[src/hw/rtl/ssvd_pkg.sv]
// Shared types, constants and segment encoding for the seven-segment shift driver.
`default_nettype none

package ssvd_pkg;

  typedef enum logic [1:0] {
    ActShow  = 2'd0,
    ActClear = 2'd1,
    ActIdle  = 2'd2,
    ActNone  = 2'd3
  } action_e;

  localparam int unsigned NumBits   = 24;
  localparam int unsigned IdxW      = 5;
  localparam int unsigned MagW      = 18;
  localparam int unsigned NumDigits = 6;
  localparam int unsigned BcdW      = 4 * NumDigits;
  localparam int unsigned ConvSteps = MagW;
  localparam int unsigned CntW      = 5;

  localparam logic [7:0] MinusSeg     = 8'h80;
  localparam logic [7:0] DotSeg       = 8'h01;
  localparam logic [7:0] PlainOne     = 8'h42;
  localparam logic [7:0] OneWithMinus = 8'hC2;

  localparam logic [23:0] ClearPattern = 24'h010101;
  localparam logic [23:0] IdlePattern  = 24'hE6EC42;

  localparam logic [MagW-1:0] SmallLimit = 18'd1000;
  localparam logic [MagW-1:0] MidLimit   = 18'd10000;
  localparam logic [MagW-1:0] LargeLimit = 18'd100000;

  // Controller to datapath commands.
  typedef struct packed {
    logic capture;
    logic conv_step;
    logic load;
    logic shift;
  } cmd_t;

  // Datapath to controller status.
  typedef struct packed {
    logic conv_last;
    logic bit_last;
  } sts_t;

  function automatic logic [7:0] seg_of(input logic [3:0] digit, input logic dot);
    logic [7:0] s;
    unique case (digit)
      4'd0:    s = 8'h7E;
      4'd1:    s = 8'h42;
      4'd2:    s = 8'hEC;
      4'd3:    s = 8'hE6;
      4'd4:    s = 8'hD2;
      4'd5:    s = 8'hB6;
      4'd6:    s = 8'hBE;
      4'd7:    s = 8'h72;
      4'd8:    s = 8'hFE;
      4'd9:    s = 8'hF6;
      default: s = 8'h00;
    endcase
    return dot ? (s | DotSeg) : s;
  endfunction

endpackage

`default_nettype wire

[src/hw/rtl/ssvd_if.sv]
// Valid/ready channel interfaces for the request and the serial bit stream.
`default_nettype none

interface ssvd_in_if;
  logic                valid;
  logic                ready;
  logic [1:0]          action;
  logic signed [17:0]  value_hundredths;

  modport source (output valid, output action, output value_hundredths, input ready);
  modport sink   (input valid, input action, input value_hundredths, output ready);
endinterface

interface ssvd_out_if;
  logic valid;
  logic ready;
  logic serial_bit;
  logic latch_strobe;

  modport source (output valid, output serial_bit, output latch_strobe, input ready);
  modport sink   (input valid, input serial_bit, input latch_strobe, output ready);
endinterface

`default_nettype wire

[src/hw/rtl/ssvd_ctrl.sv]
// Sequencing state machine: capture, binary to BCD conversion, pattern load, serial send.
`default_nettype none

module ssvd_ctrl (
  input  wire logic          clk_i,
  input  wire logic          rst_ni,
  input  wire logic          in_valid_i,
  input  wire logic [1:0]    in_action_i,
  output logic               in_ready_o,
  output logic               out_valid_o,
  input  wire logic          out_ready_i,
  output ssvd_pkg::cmd_t     cmd_o,
  input  wire ssvd_pkg::sts_t sts_i
);

  typedef enum logic [1:0] {
    StIdle,
    StConv,
    StLoad,
    StSend
  } state_e;

  state_e state_q, state_d;
  logic   in_fire;

  assign in_ready_o  = (state_q == StIdle);
  assign out_valid_o = (state_q == StSend);
  assign in_fire     = in_valid_i && in_ready_o;

  always_comb begin
    state_d           = state_q;
    cmd_o             = '0;
    cmd_o.capture     = in_fire;
    unique case (state_q)
      StIdle: begin
        if (in_fire) begin
          unique case (ssvd_pkg::action_e'(in_action_i))
            ssvd_pkg::ActShow:                     state_d = StConv;
            ssvd_pkg::ActClear, ssvd_pkg::ActIdle: state_d = StLoad;
            default:                               state_d = StIdle;
          endcase
        end
      end
      StConv: begin
        cmd_o.conv_step = 1'b1;
        if (sts_i.conv_last) state_d = StLoad;
      end
      StLoad: begin
        cmd_o.load = 1'b1;
        state_d    = StSend;
      end
      StSend: begin
        cmd_o.shift = out_ready_i;
        if (out_ready_i && sts_i.bit_last) state_d = StIdle;
      end
      default: state_d = StIdle;
    endcase
  end

  always_ff @(posedge clk_i or negedge rst_ni) begin
    if (!rst_ni) begin
      state_q <= StIdle;
    end else begin
      state_q <= state_d;
    end
  end

endmodule

`default_nettype wire

[src/hw/rtl/ssvd_dp.sv]
// Datapath: magnitude, shift-and-add-3 BCD converter, segment formatting and shift pattern.
`default_nettype none

module ssvd_dp (
  input  wire logic                clk_i,
  input  wire logic                rst_ni,
  input  wire logic [1:0]          in_action_i,
  input  wire logic signed [17:0]  in_value_i,
  input  wire ssvd_pkg::cmd_t      cmd_i,
  output ssvd_pkg::sts_t           sts_o,
  output logic                     serial_bit_o,
  output logic                     latch_strobe_o
);

  localparam int unsigned MagW = ssvd_pkg::MagW;
  localparam int unsigned BcdW = ssvd_pkg::BcdW;
  localparam int unsigned CntW = ssvd_pkg::CntW;
  localparam int unsigned IdxW = ssvd_pkg::IdxW;

  // Payload registers of the item in flight.
  logic [1:0]      action_q;
  logic            neg_q;
  logic [MagW-1:0] mag_q;
  logic [MagW-1:0] bin_q, bin_d;
  logic [BcdW-1:0] bcd_q, bcd_d;
  logic [CntW-1:0] cnt_q;

  // Control state.
  logic [23:0]     pattern_q, pattern_d;
  logic [IdxW-1:0] idx_q;

  logic [MagW-1:0] mag_in;
  logic [BcdW-1:0] bcd_adj;

  assign mag_in = in_value_i[MagW-1] ? (~in_value_i + 18'd1) : in_value_i;

  // One shift-and-add-3 step: correct each digit, then shift in the next binary bit.
  always_comb begin
    for (int i = 0; i < ssvd_pkg::NumDigits; i++) begin
      bcd_adj[4*i +: 4] = (bcd_q[4*i +: 4] >= 4'd5) ? (bcd_q[4*i +: 4] + 4'd3)
                                                    : bcd_q[4*i +: 4];
    end
    bcd_d = {bcd_adj[BcdW-2:0], bin_q[MagW-1]};
    bin_d = {bin_q[MagW-2:0], 1'b0};
  end

  always_ff @(posedge clk_i) begin
    if (cmd_i.capture) begin
      action_q <= in_action_i;
      neg_q    <= in_value_i[MagW-1];
      mag_q    <= mag_in;
      bin_q    <= mag_in;
      bcd_q    <= '0;
      cnt_q    <= '0;
    end else if (cmd_i.conv_step) begin
      bin_q <= bin_d;
      bcd_q <= bcd_d;
      cnt_q <= cnt_q + CntW'(1);
    end
  end

  // Segment formatting from the decimal digits; d0 is the hundredths digit.
  always_comb begin
    logic [3:0] d0, d1, d2, d3, d4;
    logic [7:0] left, mid, right;
    d0    = bcd_q[3:0];
    d1    = bcd_q[7:4];
    d2    = bcd_q[11:8];
    d3    = bcd_q[15:12];
    d4    = bcd_q[19:16];
    left  = 8'h00;
    mid   = 8'h00;
    right = 8'h00;
    if (mag_q != '0 && mag_q < ssvd_pkg::SmallLimit) begin
      left  = ssvd_pkg::seg_of(d2, 1'b1);
      mid   = ssvd_pkg::seg_of(d1, 1'b0);
      right = ssvd_pkg::seg_of(d0, 1'b0);
    end else if (mag_q >= ssvd_pkg::SmallLimit && mag_q < ssvd_pkg::MidLimit) begin
      left  = ssvd_pkg::seg_of(d3, 1'b0);
      mid   = ssvd_pkg::seg_of(d2, 1'b1);
      right = ssvd_pkg::seg_of(d1, 1'b0);
    end else if (mag_q >= ssvd_pkg::MidLimit && mag_q < ssvd_pkg::LargeLimit) begin
      left  = ssvd_pkg::seg_of(d4, 1'b0);
      mid   = ssvd_pkg::seg_of(d3, 1'b0);
      right = ssvd_pkg::seg_of(d2, 1'b1);
    end
    if (neg_q) begin
      if (left == ssvd_pkg::PlainOne) begin
        left = ssvd_pkg::OneWithMinus;
      end else begin
        right = mid;
        mid   = left;
        left  = ssvd_pkg::MinusSeg;
      end
    end
    unique case (ssvd_pkg::action_e'(action_q))
      ssvd_pkg::ActShow:  pattern_d = {right, mid, left};
      ssvd_pkg::ActClear: pattern_d = ssvd_pkg::ClearPattern;
      ssvd_pkg::ActIdle:  pattern_d = ssvd_pkg::IdlePattern;
      default:            pattern_d = pattern_q;
    endcase
  end

  always_ff @(posedge clk_i or negedge rst_ni) begin
    if (!rst_ni) begin
      pattern_q <= '0;
      idx_q     <= '0;
    end else begin
      if (cmd_i.load) begin
        pattern_q <= pattern_d;
        idx_q     <= '0;
      end else if (cmd_i.shift) begin
        idx_q <= sts_o.bit_last ? '0 : idx_q + IdxW'(1);
      end
    end
  end

  assign sts_o.conv_last = (cnt_q == CntW'(ssvd_pkg::ConvSteps - 1));
  assign sts_o.bit_last  = (idx_q == IdxW'(ssvd_pkg::NumBits - 1));
  assign serial_bit_o    = pattern_q[idx_q];
  assign latch_strobe_o  = sts_o.bit_last;

endmodule

`default_nettype wire

[src/hw/rtl/seven_segment_value_shift_driver.sv]
// Top level of the seven-segment value shift driver.
//
//   channel  dir  payload                          accepted when
//   in_i     in   action, value_hundredths         in_i.valid && in_i.ready
//   out_o    out  serial_bit, latch_strobe         out_o.valid && out_o.ready
//
// A show request is captured, passes through the shift-and-add-3 BCD converter
// (one magnitude bit each step), has its pattern loaded and then sends its 24
// bits. Clear and idle requests skip the converter; action 3 is taken with no
// bits sent. A stall on out_o holds the current bit; a new item is taken only
// after the bit carrying latch_strobe has gone. Reset clears the pattern to
// blanks.
`default_nettype none

module seven_segment_value_shift_driver (
  input  wire logic       clk_i,
  input  wire logic       rst_ni,
  ssvd_in_if.sink         in_i,
  ssvd_out_if.source      out_o
);

  ssvd_pkg::cmd_t cmd;
  ssvd_pkg::sts_t sts;

  ssvd_ctrl u_ctrl (
    .clk_i       (clk_i),
    .rst_ni      (rst_ni),
    .in_valid_i  (in_i.valid),
    .in_action_i (in_i.action),
    .in_ready_o  (in_i.ready),
    .out_valid_o (out_o.valid),
    .out_ready_i (out_o.ready),
    .cmd_o       (cmd),
    .sts_i       (sts)
  );

  ssvd_dp u_dp (
    .clk_i          (clk_i),
    .rst_ni         (rst_ni),
    .in_action_i    (in_i.action),
    .in_value_i     (in_i.value_hundredths),
    .cmd_i          (cmd),
    .sts_o          (sts),
    .serial_bit_o   (out_o.serial_bit),
    .latch_strobe_o (out_o.latch_strobe)
  );

endmodule

`default_nettype wire

[src/flat_wrapper.sv]
// flat-port wrapper written by rule: the top's interface ports become plain ports
module seven_segment_value_shift_driver_flat 
  (clk_i, rst_ni, in_i_valid, in_i_action, in_i_value_hundredths, in_i_ready, out_o_valid, out_o_serial_bit, out_o_latch_strobe, out_o_ready);
  ssvd_in_if in_i_i ();
  ssvd_out_if out_o_i ();
  input  wire logic clk_i;
  input  wire logic rst_ni;
  input wire logic [$bits(in_i_i.valid)-1:0] in_i_valid;
  input wire logic [$bits(in_i_i.action)-1:0] in_i_action;
  input wire logic [$bits(in_i_i.value_hundredths)-1:0] in_i_value_hundredths;
  output wire logic [$bits(in_i_i.ready)-1:0] in_i_ready;
  output wire logic [$bits(out_o_i.valid)-1:0] out_o_valid;
  output wire logic [$bits(out_o_i.serial_bit)-1:0] out_o_serial_bit;
  output wire logic [$bits(out_o_i.latch_strobe)-1:0] out_o_latch_strobe;
  input wire logic [$bits(out_o_i.ready)-1:0] out_o_ready;
  assign in_i_i.valid = in_i_valid;
  assign in_i_i.action = in_i_action;
  assign in_i_i.value_hundredths = in_i_value_hundredths;
  assign in_i_ready = in_i_i.ready;
  assign out_o_valid = out_o_i.valid;
  assign out_o_serial_bit = out_o_i.serial_bit;
  assign out_o_latch_strobe = out_o_i.latch_strobe;
  assign out_o_i.ready = out_o_ready;
  seven_segment_value_shift_driver u_core (.clk_i(clk_i), .rst_ni(rst_ni), .in_i(in_i_i), .out_o(out_o_i));
endmodule
[config.mk]
export PLATFORM = sky130hd
export DESIGN_NAME = seven_segment_value_shift_driver_flat
export DESIGN_NICKNAME = d
export VERILOG_FILES = /design/src/hw/rtl/ssvd_pkg.sv /design/src/hw/rtl/ssvd_if.sv /design/src/hw/rtl/ssvd_ctrl.sv /design/src/hw/rtl/ssvd_dp.sv /design/src/hw/rtl/seven_segment_value_shift_driver.sv /design/src/flat_wrapper.sv
export SDC_FILE = /design/constraint.sdc
export NUM_CORES = 1
export LEC_CHECK = 0
export ABC_AREA = 1
export BUFFER_PORTS_ARGS = -buffer_cell sky130_fd_sc_hd__buf_2
export CAP_MARGIN = 5
export CORE_MARGIN = 1.5
export CORE_UTILIZATION = 39
export CTS_BUF_LIST = sky130_fd_sc_hd__clkbuf_8
export CTS_CLUSTER_SIZE = 16
export DETAILED_ROUTE_END_ITERATION = 12
export PLACE_DENSITY = 0.56
export SLEW_MARGIN = 20
export SYNTH_ARGS = -nofsm -noshare
export SYNTH_HDL_FRONTEND = slang
export SYNTH_SLANG_ARGS = --single-unit
[constraint.sdc]
create_clock -name clk_i -period 2.9 [get_ports clk_i]
set_input_delay 0.29 -clock clk_i [delete_from_list [all_inputs] [get_ports clk_i]]
set_output_delay 0.29 -clock clk_i [all_outputs]
set_load 0.05 [all_outputs]
# After elaboration in Yosys (flattened, before gate mapping)
# Memories as Yosys holds them, arrays and structs flattened. A register that Yosys moved wholly into a read port is not among the register bits.
# Cells that the tools add are included.
# word_totals
ff_bits	99
mem_bits_ro	1008
memories	9
out_inout_bits	4
in_bits	24
# mem_list
memory	words	word_bits	read_ports	rd_clocked_by_memory_dff	write_ports	line_no	source
(no name shown)	16	7	1	1	0	ssvd_pkg.sv:49	unique case (digit)
(no name shown)	16	7	1	1	0	ssvd_pkg.sv:49	
(no name shown)	16	7	1	1	0	ssvd_pkg.sv:49	
(no name shown)	16	7	1	1	0	ssvd_pkg.sv:49	
(no name shown)	16	7	1	1	0	ssvd_pkg.sv:49	
(no name shown)	16	7	1	1	0	ssvd_pkg.sv:49	
+3 memories	-	-	-	-	-	-	
# op_classes
eq_ne	13
n_addsub	9
bitwise_logic	1
magnitude_cmp	12
n_reduce_logical	15
muxes	56
# ops
cell	count
$mux 8	14
$mux 4	23
$pmux 24 s3	1
$mux 18	3
$ge 4x3->1 const B	6
$add 4x2->4 const B	5
$add 18x1->18 const B	1
$ge 18x10->1 const B	1
$ge 18x14->1 const B	1
$lt 18x10->1 const B	1
$lt 18x14->1 const B	1
$lt 18x17->1 const B	1
$not 18->18	1
$reduce_bool 18->1	1
$mux 5	3
$add 5x1->5 const B	2
$eq 5x5->1 const B	2
$eq 2x2->1 const B	4
$eq 8x7->1 const B	1
$pmux 2 s4	1
$mux 7	1
$eq 2x1->1 const B	3
$logic_not 2->1	3
$lt 5x6->1 const B	1
13 further kinds	25

# Depth between registers and ports, before layout
# depth
ltp_word	9
depth_mapped	18
mapped_depth_nobuf	18

# Cells and area by module
# A second synthesis with hierarchy kept.
# unflattened
hier_cells	941
area_unflattened_um2	7427.1
# by_module_without_submodules
module	cells_per_inst	seq_area_each_um2	area_per_inst_um2	n_inst
ssvd_dp	903	3098.0	7163.1	1
ssvd_ctrl	38	50.0	264.0	1

# Worst setup path before layout
# No wires, ideal clock.
# synth_path
path_kind	register -> register
from	register u_core.u_ctrl.state_q[0]
to	register (tool-made name)
path_stages_with_launch	14
period_less_slack_ns	3.087
slack_ns	-0.187
arrival_ns	3.012
n_path_buf	2
required_ns	2.826
path_cell_list	dfrtp_1 -> inv_1 -> ha_1 -> nand2_1 -> inv_1 -> buf_2 -> nor2_2 -> inv_1 -> buf_2 -> o21a_1 -> inv_1 -> ha_1 -> or2_2 -> a31oi_1
# synth_rtl
item	line_no	source
start: declaration	ssvd_ctrl.sv:23	state_e state_q, state_d;
start signal: assignment	ssvd_ctrl.sv:62	state_q <= StIdle;
start signal: assignment	ssvd_ctrl.sv:64	state_q <= state_d;

==> metrics.md <==
| Metric | Value |
|---|---|
| WL final | `16990 um` |
| Row Count | `50` |
| CTS tree | `yes` |
| Max IR drop VDD | `0.2964 mV` |
| Die ar. | `19810 um2` |
| Clock latency on the worst-skew pair | `between 0.4 and 0.5 ns` |
| Initial core utilization | `0.3970` |
| Net total in the final layout | `1040` |
| Vias in the first global route | `5631` |
| Die W | `140.8 um` |
| CP Buf/Inv Count | `4` |
| CP top delay family | `simple AND/OR/NAND/NOR gates` |
| H-tree levels | `4` |
| Initial DRT Pass Iterations | `5` |
| Area growth syn-to-layout | `11.28%` |
| Reg2Reg Depth | `11` |
| Initial antenna violation count | `0` |
| Leading cell types by count after synthesis | `nand2_1 (172), inv_1 (119), nor2_1 (97)` |
| Crit path time final | `2.635 ns` |
| Die height | `140.8 um` |
| Leading area contributor after synthesis | `dfxtp_1` |
| Startpoint Class | `flop` |
| DRT iter0 DRCs | `approximately 400` |
| Fin crit share | `0.9087` |
| Port Buf Inserts | `27` |
| Tightest Hold Check Type | `in2reg` |
| DRC violations left | `0` |
| Most frequent cell on the critical path | `inv_1` |
| Post-route cell area | `8235 um2` |
| Hold Vio Cnt, Final | `0` |
| Lkg Pwr | `3.754 nW` |
| Total Routing Usage GR | `0.1798` |
| Slew HR | `0.4805` |
| Fin Setup TNS | `0 ns` |
| Yosys Warn Count | `0` |
| Critical-path cell list | `inv_1 > ha_2 > nand2_1 > inv_1 > nor2_1 > inv_2 > o22ai_1 > inv_1 > ha_1 > or2_2 > a21oi_1` |
| DRT antenna net count | `0` |
| Post-synth ARST share | `0.2385` |
| TritonCTS Buffers | `17` |
| Worst slew pin tran | `0.7792 ns` |
| Avg WL per Cell | `14.03 um` |
| Most common cell in the synthesized netlist | `nand2_1` |
| Synthesized Nets | `999` |
| Remaining Overflow, GRT | `0` |
| FF+latch count, synth | `130` |
| HPWL after DPL | `between 10000 and 15000 um` |
| Area post-placement | `7846 um2` |
| Fin. max-slew vios | `0` |
| Share of cells above drive strength 1 | `0.1249` |
| Status | `complete, no violations` |
| Via count | `5935` |
| Clock input transition at the sequential cells of the worst setup and hold paths | `0.08 ns` |
| Arrival time worst endpoint | `around 3.0 ns` |
| Area share of the largest cell type after synthesis | `0.1623` |
| Sequential area share after synthesis | `0.4254` |
| Post-CTS Setup Bufs | `0` |
| Post-synth EDFFs | `39` |
| CTS root buf | `clkbuf_8` |
| Clock buffer depth | `2` |
| RD Place Congestion | `0.8307` |
| Area of the mapped netlist | `7401 um2` |
| Synth top area cells | `dfxtp_1 (16%), edfxtp_1 (16%), dfrtp_1 (10%)` |
| Final setup vio count | `0` |
| Max-Cap Viols | `0` |
| Core area | `18640 um2` |
| Clock Skews | `0.01636 ns` |
| CP max-delay cell | `nor2_1` |
| RSZ-0062 raised after global routing | `no` |
| WP data required | `3.26 ns` |
| Largest net degree at the start of global routing | `48` |
| Fmax achieved | `379.5 MHz` |
| CP Max Fanout | `8` |
| Mean Syn Cell Area | `8.018 um2` |
| Hold Path Stages | `1` |
| Netlist cell types | `49` |
| Vias/cell | `around 5` |
| IO Count | `28` |
| Setup crit end kind | `flop` |
| Synth Flop Type | `dfxtp_1` |
| Final hold slack | `0.04697 ns` |
| Power per cell area | `884.2 nW/um2` |
| Crit Path Class | `reg2reg` |
| First-pass GRT wire length | `about 28000 um` |
| Clk sinks | `between 100 and 150` |
| Critical Path Stages | `11` |
| Diodes inserted | `0` |
| Mapped Cells | `923` |
| Worst stage delay on the critical path | `0.49 ns` |
## what timing repair did
action	in CTS	in global routing
endpoints found under the setup margin	0	4
resized for setup	0	1
endpoints found under the hold margin	31	0
hold buffers	1	0
## per-stage QoR
stage          utilization  power (mW)  instances  setup WS [ns]
2_1_floorplan            -       4.986        923        0.01005
3_3_place_gp        0.4209       5.850       1178         0.2748
3_5_place_dp        0.4209       5.857       1178         0.2555
4_1_cts             0.4413       7.328       1211         0.2438
5_1_grt             0.4417       7.862       1211        0.03889
6_report            0.4417       7.281       1211         0.2647
## worst register-to-register path, cell delays in order, from the launching register on
cell and delay, ns:
dfrtp_1 0.39, inv_1 0.09, ha_2 0.22, nand2_1 0.10, inv_1 0.08, nor2_1 0.49, inv_2 0.21, o22ai_1 0.22
inv_1 0.11, ha_1 0.18, or2_2 0.30, a21oi_1 0.16
## placed cells by master, fill, tap and decap left out, types with 4 or more instances in the layout
cell,netlist,layout
nand2_1,172,172
inv_1,119,121
nor2_1,97,97
a21oi_1,62,62
o21ai_0,61,61
dfxtp_1,60,60
ha_1,52,51
nand3_1,42,42
edfxtp_1,39,39
dfrtp_1,31,31
buf_2,6,27
buf_4,0,18
clkbuf_8,0,17
xor2_1,16,16
nor3_1,15,15
o22ai_1,13,13
nor2_2,11,11
o211ai_1,10,10
a31oi_1,10,10
or2_2,7,7
nand3_2,8,7
o21a_1,6,6
nand4_1,6,6
xnor2_1,6,6
o21ai_1,6,6
a22o_1,6,6
a221oi_1,5,5
clkinv_4,0,5
o21ai_2,4,4
inv_2,4,4
clkinvlp_4,0,4
## area by class of cell
type | count | area, um2
flip-flops and latches | 130 | 3148
clock buffers | 17 | 234.0
multi-input cells | 643 | 3667
fillers | 1887 | 10410
inverters | 126 | 475.5
well taps | 234 | 292.8
clock inverters | 15 | 137.6
repair buffers | 46 | 280.3
## where the power goes
group	switching [mW]	internal (mW)
Sequential	0.307	2.54
Combinational	1.98	1.01
Clock	0.767	0.683
Total	3.05	4.23
## worst paths after layout
path / startpoint / endpoint / slack, ns
max reg2reg: u_core.u_ctrl.state_q[0] / flop / 0.26
min in group asynchronous: rst_ni / u_core.u_dp.idx_q[0] / 0.43
max: u_core.u_ctrl.state_q[0] / flop / 0.26
min reg2reg: u_core.u_dp.pattern_q[19] / u_core.u_dp.pattern_q[19] / 0.49
min: in_i_value_hundredths[0] / u_core.u_dp.mag_q[0] / 0.05
max in group asynchronous: rst_ni / u_core.u_dp.pattern_q[9] / 1.98
## cell families (layout without fill, tap and decap cells)
logic type,after synthesis,after routing,synth area share
AOI/OAI and AO/OA,196,196,0.1555
xor gates and xnor gates,22,22,0.02603
adders and majority gates,52,52,0.08791
buffers and inverters,150,204,0.08047
DFF,130,130,0.4254
muxes,1,1,0.001353
and+or+nand+nor,372,372,0.2233
## layer usage
layer / track usage / up-vias / routed length (um) / share of wire
met3: 0.04042 / 13 / 538 / 0.032
met1: 0.2534 / 2693 / 8850 / 0.52
met4: 0.04057 / 0 / 140 / 0.0082
met2: 0.2816 / 97 / 7461 / 0.44
li1: - / 3132 / - / -
met5: 0 / - / 0 / 0
No activity file was read; power rests on OpenSTA's default activity.
